**src/rtl/srm_pkg.sv**
```systemverilog
// Shared constants and controller/datapath interface types for the sorted run merger.
// No dependencies.
`default_nettype none

package srm_pkg;

    localparam int WORD_W        = 32;   // data word width
    localparam int CNT_W         = 6;    // run length and counter width
    localparam int MAX_RUN_DEF   = 32;   // default store depth
    localparam logic [CNT_W-1:0] RUN_LEN_RESET = 6'd16;

    // commands from controller to datapath
    typedef struct packed {
        logic wr_a;        // store a run A word
        logic take_b;      // capture a run B word
        logic emit_a;      // send head of run A
        logic emit_b;      // send captured B word
        logic emit_flush;  // send head of run A during flush
        logic clear;       // end of merge, zero all counters
    } t_cmd;

    // status from datapath to controller
    typedef struct packed {
        logic load_phase;  // run A still loading
        logic a_left;      // run A words not yet sent
        logic a_avail;     // head of A goes before the B word
        logic b_final;     // current B word is the last of run B
        logic flush_last;  // head of A is the final A word
        logic out_free;    // output register can take a word
    } t_stat;

endpackage

`default_nettype wire

```
**src/rtl/srm_dpath.sv**
```systemverilog
// Datapath: run A store, counters, length register and output register.
// Depends on srm_pkg.
`default_nettype none

module srm_dpath #(
    parameter int MAX_RUN = srm_pkg::MAX_RUN_DEF
) (
    input  wire logic                        i_clk,
    input  wire logic                        i_rst_n,
    input  wire logic                        i_cfg_wen,
    input  wire logic [srm_pkg::CNT_W-1:0]   i_cfg_wdata,
    input  wire logic [srm_pkg::WORD_W-1:0]  i_word,
    input  wire srm_pkg::t_cmd               i_cmd,
    output srm_pkg::t_stat                   o_stat,
    input  wire logic                        i_m_tready,
    output logic                             o_m_tvalid,
    output logic [srm_pkg::WORD_W-1:0]       o_m_tdata,
    output logic                             o_m_tlast
);
    import srm_pkg::*;

    localparam int AW = (MAX_RUN > 1) ? $clog2(MAX_RUN) : 1;

    logic [WORD_W-1:0] r_mem [MAX_RUN];
    logic [WORD_W-1:0] r_rd;
    logic [WORD_W-1:0] r_b;
    logic [CNT_W-1:0]  r_run_length;
    logic [CNT_W-1:0]  r_load_cnt;
    logic [CNT_W-1:0]  r_ptr;
    logic [CNT_W-1:0]  r_sec_cnt;
    logic              r_ovalid;
    logic [WORD_W-1:0] r_odata;
    logic              r_olast;

    logic [CNT_W-1:0]  len;
    logic [CNT_W-1:0]  ptr_inc;
    logic [CNT_W-1:0]  sec_inc;
    logic [AW-1:0]     rd_addr;
    logic              n_ovalid;
    logic [WORD_W-1:0] n_odata;
    logic              n_olast;

    // effective length: zero reads as one, clipped to the store depth
    always_comb begin
        len = r_run_length;
        if (r_run_length == '0) begin
            len = CNT_W'(1);
        end else if (r_run_length > CNT_W'(MAX_RUN)) begin
            len = CNT_W'(MAX_RUN);
        end
    end

    assign ptr_inc = r_ptr + CNT_W'(1);
    assign sec_inc = r_sec_cnt + CNT_W'(1);

    always_comb begin
        o_stat.load_phase = (r_load_cnt < len);
        o_stat.a_left     = (r_ptr < len);
        o_stat.a_avail    = (r_ptr < len) && (r_rd <= r_b);
        o_stat.b_final    = (sec_inc >= len);
        o_stat.flush_last = (ptr_inc >= len);
        o_stat.out_free   = !r_ovalid || i_m_tready;
    end

    // read ahead of the pointer when the head is consumed this cycle
    assign rd_addr = (i_cmd.emit_a || i_cmd.emit_flush) ? ptr_inc[AW-1:0] : r_ptr[AW-1:0];

    always_ff @(posedge i_clk) begin
        if (i_cmd.wr_a) begin
            r_mem[r_load_cnt[AW-1:0]] <= i_word;
        end
        r_rd <= r_mem[rd_addr];
    end

    always_comb begin
        n_ovalid = r_ovalid && !i_m_tready;
        n_odata  = r_odata;
        n_olast  = r_olast;
        if (i_cmd.emit_a) begin
            n_ovalid = 1'b1;
            n_odata  = r_rd;
            n_olast  = 1'b0;
        end else if (i_cmd.emit_b) begin
            n_ovalid = 1'b1;
            n_odata  = r_b;
            n_olast  = o_stat.b_final && !o_stat.a_left;
        end else if (i_cmd.emit_flush) begin
            n_ovalid = 1'b1;
            n_odata  = r_rd;
            n_olast  = o_stat.flush_last;
        end
    end

    always_ff @(posedge i_clk) begin
        if (!i_rst_n) begin
            r_run_length <= RUN_LEN_RESET;
            r_load_cnt   <= '0;
            r_ptr        <= '0;
            r_sec_cnt    <= '0;
            r_ovalid     <= 1'b0;
        end else begin
            r_ovalid <= n_ovalid;
            if (i_cfg_wen) begin
                r_run_length <= i_cfg_wdata;
            end
            if (i_cmd.clear) begin
                r_load_cnt <= '0;
                r_ptr      <= '0;
                r_sec_cnt  <= '0;
            end else begin
                if (i_cmd.wr_a) begin
                    r_load_cnt <= r_load_cnt + CNT_W'(1);
                end
                if (i_cmd.emit_a || i_cmd.emit_flush) begin
                    r_ptr <= ptr_inc;
                end
                if (i_cmd.emit_b) begin
                    r_sec_cnt <= sec_inc;
                end
            end
        end
    end

    always_ff @(posedge i_clk) begin
        if (i_cmd.take_b) begin
            r_b <= i_word;
        end
        r_odata <= n_odata;
        r_olast <= n_olast;
    end

    assign o_m_tvalid = r_ovalid;
    assign o_m_tdata  = r_odata;
    assign o_m_tlast  = r_olast;

endmodule

`default_nettype wire

```
**src/rtl/srm_ctrl.sv**
```systemverilog
// Controller state machine: sequences loading, merging and flushing.
// Depends on srm_pkg.
`default_nettype none

module srm_ctrl (
    input  wire logic            i_clk,
    input  wire logic            i_rst_n,
    input  wire logic            i_s_tvalid,
    output logic                 o_s_tready,
    input  wire srm_pkg::t_stat  i_stat,
    output srm_pkg::t_cmd        o_cmd
);
    import srm_pkg::*;

    typedef enum logic [2:0] {
        S_IDLE  = 3'b001,
        S_MERGE = 3'b010,
        S_FLUSH = 3'b100
    } t_state;

    t_state r_state;
    t_state n_state;
    logic   accept;

    assign o_s_tready = (r_state == S_IDLE);
    assign accept     = o_s_tready && i_s_tvalid;

    always_comb begin
        n_state = r_state;
        o_cmd   = '0;
        case (r_state)
            S_IDLE: begin
                if (accept) begin
                    if (i_stat.load_phase) begin
                        o_cmd.wr_a = 1'b1;
                    end else begin
                        o_cmd.take_b = 1'b1;
                        n_state      = S_MERGE;
                    end
                end
            end
            S_MERGE: begin
                if (i_stat.out_free) begin
                    if (i_stat.a_avail) begin
                        o_cmd.emit_a = 1'b1;
                    end else begin
                        o_cmd.emit_b = 1'b1;
                        if (i_stat.b_final && i_stat.a_left) begin
                            n_state = S_FLUSH;
                        end else begin
                            o_cmd.clear = i_stat.b_final;
                            n_state     = S_IDLE;
                        end
                    end
                end
            end
            S_FLUSH: begin
                if (i_stat.out_free) begin
                    o_cmd.emit_flush = 1'b1;
                    if (i_stat.flush_last) begin
                        o_cmd.clear = 1'b1;
                        n_state     = S_IDLE;
                    end
                end
            end
            default: begin
                n_state = S_IDLE;
            end
        endcase
    end

    always_ff @(posedge i_clk) begin
        if (!i_rst_n) begin
            r_state <= S_IDLE;
        end else begin
            r_state <= n_state;
        end
    end

endmodule

`default_nettype wire

```
**src/rtl/sorted_run_merger_unit.sv**
```systemverilog
// Top level of the sorted run merger: two-way merge of ascending word runs.
// Depends on srm_pkg, srm_ctrl and srm_dpath.
//
//  channel  | direction | signals                          | transaction
//  ---------+-----------+----------------------------------+---------------------------
//  s (in)   | slave     | i_s_tvalid o_s_tready i_s_tdata  | one word, run A then run B
//  m (out)  | master    | o_m_tvalid i_m_tready o_m_tdata  | one merged word
//           |           | o_m_tlast                        |   tlast on the final word
//  cfg      | write     | i_cfg_wen i_cfg_wdata            | run_length, no handshake
//
// Run A words are written into the run A store and produce nothing; input stays open for the next.
// A run B word is accepted, then merged words are sent one by one while output is free:
// the A words at or below it, the B word, and on the last B word the rest of A.
// The pace is set by the single read port of the run A store and the output register.
// Reset is synchronous and active low; the store itself is not cleared.
// A stalled output holds the state machine; input is taken only while idle.
`default_nettype none

module sorted_run_merger_unit #(
    parameter int MAX_RUN = srm_pkg::MAX_RUN_DEF
) (
    input  wire logic                        i_clk,
    input  wire logic                        i_rst_n,
    // configuration: run_length
    input  wire logic                        i_cfg_wen,
    input  wire logic [srm_pkg::CNT_W-1:0]   i_cfg_wdata,
    // input stream
    input  wire logic                        i_s_tvalid,
    output logic                             o_s_tready,
    input  wire logic [srm_pkg::WORD_W-1:0]  i_s_tdata,   // [31:0] word
    // output stream
    output logic                             o_m_tvalid,
    input  wire logic                        i_m_tready,
    output logic [srm_pkg::WORD_W-1:0]       o_m_tdata,   // [31:0] merged_word
    output logic                             o_m_tlast
);
    import srm_pkg::*;

    t_cmd  cmd;
    t_stat stat;

    // control: load / merge / flush sequencing
    srm_ctrl u_ctrl (
        .i_clk      (i_clk),
        .i_rst_n    (i_rst_n),
        .i_s_tvalid (i_s_tvalid),
        .o_s_tready (o_s_tready),
        .i_stat     (stat),
        .o_cmd      (cmd)
    );

    // storage, counters, compare and output register
    srm_dpath #(
        .MAX_RUN (MAX_RUN)
    ) u_dpath (
        .i_clk       (i_clk),
        .i_rst_n     (i_rst_n),
        .i_cfg_wen   (i_cfg_wen),
        .i_cfg_wdata (i_cfg_wdata),
        .i_word      (i_s_tdata),
        .i_cmd       (cmd),
        .o_stat      (stat),
        .i_m_tready  (i_m_tready),
        .o_m_tvalid  (o_m_tvalid),
        .o_m_tdata   (o_m_tdata),
        .o_m_tlast   (o_m_tlast)
    );

endmodule

`default_nettype wire

```
**config.mk**
```make
export PLATFORM = sky130hd
export DESIGN_NAME = sorted_run_merger_unit
export DESIGN_NICKNAME = d
export VERILOG_FILES = /design/src/rtl/srm_pkg.sv /design/src/rtl/srm_dpath.sv /design/src/rtl/srm_ctrl.sv /design/src/rtl/sorted_run_merger_unit.sv
export SDC_FILE = /design/constraint.sdc
export NUM_CORES = 1
export LEC_CHECK = 0
export BUFFER_PORTS_ARGS = -buffer_cell sky130_fd_sc_hd__buf_2
export CAP_MARGIN = 20
export CELL_PAD_IN_SITES_DETAIL_PLACEMENT = 1
export CELL_PAD_IN_SITES_GLOBAL_PLACEMENT = 2
export CORE_ASPECT_RATIO = 0.7
export CORE_MARGIN = 5
export CORE_UTILIZATION = 46
export CTS_CLUSTER_DIAMETER = 120
export CTS_CLUSTER_SIZE = 20
export DETAILED_ROUTE_END_ITERATION = 8
export GPL_TIMING_DRIVEN = 0
export PLACE_DENSITY_LB_ADDON = 0.1
export SLEW_MARGIN = 30
export SYNTH_ARGS = -nofsm -noshare
export SYNTH_HDL_FRONTEND = slang
export SYNTH_SLANG_ARGS = --single-unit
```
**constraint.sdc**
```tcl
create_clock -name i_clk -period 5.5 [get_ports i_clk]
set_input_delay 1.1 -clock i_clk [delete_from_list [all_inputs] [get_ports i_clk]]
set_output_delay 1.1 -clock i_clk [all_outputs]
set_load 0.05 [all_outputs]
```
==> results of run 1 <==
## sequential cells by signal (all words and copies together) (netlist names), 3 cells and up
| name | count |
|---|---|
| u_dpath.r_b | 32 |
| u_dpath.o_m_tdata | 32 |
| u_dpath.r_load_cnt | 6 |
| u_dpath.r_ptr | 6 |
| u_dpath.r_rd | 32 |
| u_dpath.r_mem | 1024 |
| u_dpath.r_run_length | 6 |
| u_dpath.r_sec_cnt | 6 |
| u_ctrl.r_state | 3 |
## cells in the mapped netlist (all sizes together) (10+ instances only)
cell     count
buf        112
o211ai     964
clkbuf     189
o2111ai     32
edfxtp    1088
nor2        75
ha          61
xnor2       14
a41oi       97
xor2        10
nand4       11
nand2       64
o21ai       46
mux2        34
dfxtp       61
nor2b       10
nand3       12
a21oi       22
a2111oi     33
inv        525
## power by group through the flow
stage	clock (mW)	sequential, mW	combinational, mW
final	5.22	9.74	0.859
after global routing	5.60	9.75	0.900
after CTS	5.27	9.74	0.842
after detailed placement	0	9.94	0.832
after global placement	0	9.94	0.754
after floorplan	0	9.92	0.299
## layout make-up
| cell class | count | area, sq um |
|---|---|---|
| fill | 10361 | 51000 |
| buffer | 301 | 1350 |
| antenna | 10 | 25.0 |
| clock inverter | 4 | 56.3 |
| tap | 1428 | 1790 |
| timing repair buffer | 118 | 1530 |
| clock buffer | 79 | 1760 |
| inverter | 525 | 1970 |
| sequential | 1149 | 33900 |
| multi-input combinational | 1557 | 12600 |
## worst max-delay path by stage
| stage | startpoint | endpoint | slack, ns | cells after the start |
|---|---|---|---|---|
| floorplan | u_ctrl.r_state[0] | u_dpath.r_mem[31][0] | 0.98 | 5 |
| global placement | u_dpath.r_run_length[5] | u_dpath.r_mem[11][13] | -1.09 | 10 |
| detailed placement | u_dpath.r_run_length[1] | u_dpath.r_rd[10] | -0.22 | 16 |
| CTS | u_dpath.r_ptr[0] | u_dpath.r_rd[26] | 0.005 | 16 |
| global route | u_dpath.r_run_length[1] | u_dpath.r_rd[15] | -0.19 | 17 |
| finish | u_dpath.r_ptr[0] | u_dpath.r_rd[15] | -0.03 | 16 |
## layer usage
layer	up-vias	wire, microns	GRT usage	part of all wire
li1	14100	-	-	-
met4	10	7090	0.107	0.038
met5	-	69	0	0.00037
met2	1735	77100	0.451	0.42
met3	290	20400	0.0862	0.11
met1	17682	80000	0.485	0.43
## metrics by stage
| step | setup slack [ns] | util | hold WS [ns] |
|---|---|---|---|
| 3_5_place_dp | -0.225 | 0.499 | 0.516 |
| 4_1_cts | 0.00541 | 0.517 | 0.543 |
| 2_1_floorplan | 0.979 | - | 0.466 |
| 6_report | -0.0323 | 0.519 | 0.545 |
| 3_3_place_gp | -1.09 | 0.483 | 0.505 |
| 5_1_grt | -0.192 | 0.518 | 0.574 |
## kinds of logic after synthesis
family | Yosys count | synth area share
AO/OA/AOI/OAI | 1227 | 0.193
XOR/XNOR | 24 | 0.00429
adder cells (fa/ha/maj) | 61 | 0.0156
buffers and inverters | 826 | 0.0671
flip-flops | 1149 | 0.692
multiplexers | 41 | 0.00932
AND/OR/NAND/NOR | 204 | 0.0189
## tightest hold or removal path: cells and delay by family (launching register included)
kind / cells / cell delay, ns
xor gates and xnor gates: 1 / 0.08
DFF: 1 / 0.36
and+or+nand+nor: 1 / 0.07
## timing repair
action	CTS	global route
setup endpoints to repair	14	28
gates cloned	0	0
pin swaps	5	9
gates resized for setup	19	34
setup buffers	0	0
hold buffers	0	0
==> results.txt, run 1 <==
status: complete, but fails checks
failing checks: setup timing
post-route ant nets: 0
Yosys warning count: 0
vias per cell: 6.54
Critical Path AT: 6.00 ns
top cell type's share of synthesized area: 0.667
Worst Path Required: 5.97 ns
Setup crit start kind: flip-flop
worst path buffer plus inverter count: 5
cell count after placement: 5077
crit path kind: flip-flop to flip-flop
# port buffers: 76
Max FO, Critical Path: 10
TritonCTS Buffers: 67
area grow syn2layout: 12.1%
CTS tree: yes
Logic pwr share: 0.054
commonest non-fill, non-tap cell in the layout: edfxtp_1
Initial Util: 0.462
synthesized flop and latch total: 1149
routed vias: 33817
Die X: 400 microns
Worst Hold Depth: 2
power per cell area: 288 nW/um^2
Final setup viols: 1
syn nets: 3636
total clock sinks: 1149
Peak supply drop: 182 uV
Clk pwr share: 0.330
DRT iter0 DRCs: 4586
Synth cell types: 60
CTS clock-pin slew for the worst setup and hold paths: 0.09 ns
RSZ-0062 raised after global routing: yes
Hold Fails Final Rpt: 0
Pre-Repair DR Iteration Count: 6
routed wire length per instance: 35.7 microns
clock latency at the later pin of the worst-skew pair: 0.68 ns
largest net degree at the start of global routing: 34
Mapped Cells: 3532
path depth of the worst reg2reg path: 16
first-pass GRT wire length: 258000 microns
final cell count without fillers: 5171
share of layout cells above drive strength 1: 0.124
r2r setup slk: -0.03 ns
Slew headroom: 0.289
leading cell types in the layout, fill and taps excluded: edfxtp_1, o211ai_1, inv_1, clkbuf_1, buf_2
Tot Pwr: 15.8 mW
clk buf depth: 3
CP max stage delay: 0.96 ns
Fmax achieved: 181 MHz
initial antenna violation count: 28
Placed Area: 52800 sq um
synthesized cell area: 49000 sq um
ys async rst share: 0
Core Footprint: 106000 sq um
Row Count: 100
Root Buffer Master: clkbuf_16
worst min-delay path startpoint: u_dpath.r_load_cnt[5]
Design Area, Final: 55000 sq um
cell-internal power: 12.2 mW
die area: 113000 sq um
Sequential Power Share: 0.616
Final #Nets: 3823
Setup WS post-layout: -0.0323 ns
GRT Overall Usage: 0.322
Synth area leader: edfxtp_1
Placer Congestion: 0.925
number of flops mapped to enable cells by yosys: 1088
crit path max-delay cell type: a2111oi_4
min cycle time layout: 5.53 ns
Psw: 3.59 mW
fin. max-slew vios: 0
register area share after synthesis: 0.692
Crit Reg-Reg Endpoint: u_dpath.r_rd[15]
Net Sw Frac: 0.227
vias in the first global route: 33689
Endpoint, Worst Hold: u_dpath.r_load_cnt[5]
Hold Crit Class: flip-flop to flip-flop
Syn Area/Cell: 13.9 sq um
Worst Max-Slew Pin Slew: 1.05 ns
GRT overflow: 0
DRC errors left: 0
Leak: 18.3 nW
Top FF cell, synth: edfxtp_1
Max-cap violations: 0
setup TNS: -0.0323 ns
die height: 283 microns
CP endpoint kind: flip-flop
CTS HTree Levels: 3
critical-path cell list: clkbuf_1 -> inv_1 -> ha_1 -> nor2b_1 -> o21a_1 -> o21ai_1 -> a21oi_1 -> o21ai_2 -> o211ai_2 -> buf_4 -> buf_4 -> clkbuf_1 -> o211ai_1 -> o211ai_1 -> a41oi_1 -> a2111oi_4
# IOs: 78
worst r2r src: u_dpath.r_ptr[0]
Tcrit/Tclk final: 1.01
top area cells in the synthesized netlist: edfxtp_1, o211ai_1, inv_1
detailed-placement wirelength estimate: 131000 microns
Post-Route WL: 185000 microns
Top Family by Delay on Critical Path: compound AO/OA/AOI/OAI gates
clk_skew: 0.0270 ns
No activity file was read; power rests on OpenSTA's default activity.
==> run 2: changes to the inputs <==
--- a/config.mk
+++ b/config.mk
@@ -9,7 +9,6 @@
 export CAP_MARGIN = 20
 export CELL_PAD_IN_SITES_DETAIL_PLACEMENT = 1
 export CELL_PAD_IN_SITES_GLOBAL_PLACEMENT = 2
-export CORE_ASPECT_RATIO = 0.7
 export CORE_MARGIN = 5
 export CORE_UTILIZATION = 46
 export CTS_CLUSTER_DIAMETER = 120
==> run 2 against run 1 <==
Net effect: the flow now finishes without violations; sequential power about the same; non-clock buffer count up 8; clock skew up 0.019 ns; die area about the same; total power up 0.23%; critical endpoint is now u_dpath.r_rd[10]; largest power group unchanged; fmax up 4.8%.
==> results.txt, run 2 (same netlist as run 1, synthesis figures left out) <==
status: finished clean
post-CTS repair timing setup buffer count: 0
Root Buffer Master: clkbuf_16
Pre-Repair DR Iteration Count: 5
area grow syn2layout: 12.6%
Placer Congestion: 0.967
Peak supply drop: 229 uV
CTS tree: yes
Hold Crit Class: flip-flop to flip-flop
Tot Pwr: 15.9 mW
# port buffers: 76
crit path max-delay cell type: a2111oi_2
Max-cap violations: 0
Initial Util: 0.464
initial antenna violation count: 19
final cell count without fillers: 5142
Row Count: 119
Worst Max-Slew Pin Slew: 1.06 ns
die area: 113000 sq um
TritonCTS Buffers: 67
Fmax achieved: 189 MHz
largest net degree at the start of global routing: 34
fill count: 10227
power per cell area: 287 nW/um^2
die height: 336 microns
share of layout cells above drive strength 1: 0.130
CP max stage delay: 0.76 ns
total clock sinks: 1149
post-route ant nets: 0
worst r2r src: u_dpath.r_ptr[0]
Critical Path AT: 5.75 ns
Post-Route WL: 182000 microns
vias per cell: 6.50
Leak: 18.4 nW
fin. max-slew vios: 0
crit path kind: flip-flop to flip-flop
DRT iter0 DRCs: 4448
Die X: 336 microns
Worst Path Required: 5.97 ns
critical-path cell list: clkbuf_1 -> inv_1 -> ha_1 -> nor2b_1 -> o21a_1 -> o21ai_1 -> a21oi_2 -> o21ai_2 -> o211ai_2 -> buf_4 -> buf_4 -> clkbuf_1 -> o211ai_1 -> o211ai_1 -> a41oi_1 -> a2111oi_2
detailed-placement wirelength estimate: 127000 microns
first-pass GRT wire length: 254000 microns
Largest register FFs: 1024
# IOs: 78
GRT Overall Usage: 0.317
clock latency at the later pin of the worst-skew pair: 0.70 ns
RSZ-0062 raised after global routing: no
Setup crit start kind: flip-flop
CTS HTree Levels: 3
vias in the first global route: 33816
GRT overflow: 0
CTS clock-pin slew for the worst setup and hold paths: 0.09 ns
Tcrit/Tclk final: 0.960
min cycle time layout: 5.28 ns
DRC errors left: 0
clk_skew: 0.0460 ns
crit path launch: u_dpath.r_ptr[0]
commonest non-fill, non-tap cell in the layout: edfxtp_1
leading cell types in the layout, fill and taps excluded: edfxtp_1, o211ai_1, inv_1, clkbuf_1, buf_2
clk buf depth: 3
Max FO, Critical Path: 10
Final setup viols: 0
Slew headroom: 0.291
Core Footprint: 106000 sq um
hold slack: 0.538 ns
Final #Nets: 3831
worst min-delay path startpoint: u_dpath.r_load_cnt[5]
CP endpoint kind: flip-flop
cell count after placement: 5048
Hold Fails Final Rpt: 0
routed wire length per instance: 35.4 microns
routed vias: 33404
## run 2: repair_timing
item | 4_1_cts | 5_1_grt
hold buffers | 0 | 0
setup endpoints to repair | 30 | 32
gates resized for setup | 30 | 30
## run 2: final cells by class
class	instances	area [sq um]	share of cell area
multi-input cells	1557	12700	0.229
clock inverters	7	93.8	0.00170
plain buffers	301	1350	0.0244
well taps	1391	1740	0.0315
flip-flops and latches	1149	33900	0.614
inverters	525	1970	0.0357
repair buffers	126	1680	0.0304
clock buffers	84	1780	0.0323
diodes	2	5.00	0.0000907
## run 2: power breakdown
| part | switching [mW] | internal [mW] |
|---|---|---|
| Clock | 2.91 | 2.36 |
| Combinational | 0.632 | 0.225 |
| Sequential | 0.0501 | 9.68 |
## run 2: worst max-delay path, delay by kind of cell (launching register included)
family                   cells  cell delay [ns]
AO/OA/AOI/OAI                9             2.31
adder cells (fa/ha/maj)      1             0.26
buffers and inverters        5             1.95
flip-flops                   1             0.36
AND/OR/NAND/NOR              1             0.12
## run 2: worst paths after layout
check,to,slack [ns],cells after the start
hold / removal,u_dpath.r_load_cnt[5],0.54,2
setup / recovery,u_dpath.r_rd[10],0.22,16
hold reg to reg,u_dpath.r_load_cnt[5],0.54,2
setup reg to reg,u_dpath.r_rd[10],0.22,16
## run 2: routing by layer
layer	up-vias	wire, microns	GRT usage	share of wire
li1	14070	-	-	-
met1	17360	73100	0.432	0.40
met2	1698	82500	0.497	0.45
met3	276	17000	0.0671	0.094
met4	0	9400	0.140	0.052
met5	-	0	0	0
## run 2: through the flow
step           setup slack (ns)  cell area (sq um)  TNS [ns]  utilization
6_report                  0.221              55200         0        0.523
3_5_place_dp             -0.272              52800     -3.31        0.501
2_1_floorplan             0.979              49000         0            -
5_1_grt                  0.0667              55200         0        0.523
3_3_place_gp              -1.06              51100   -614.89        0.484
4_1_cts                 0.00151              54900         0        0.520
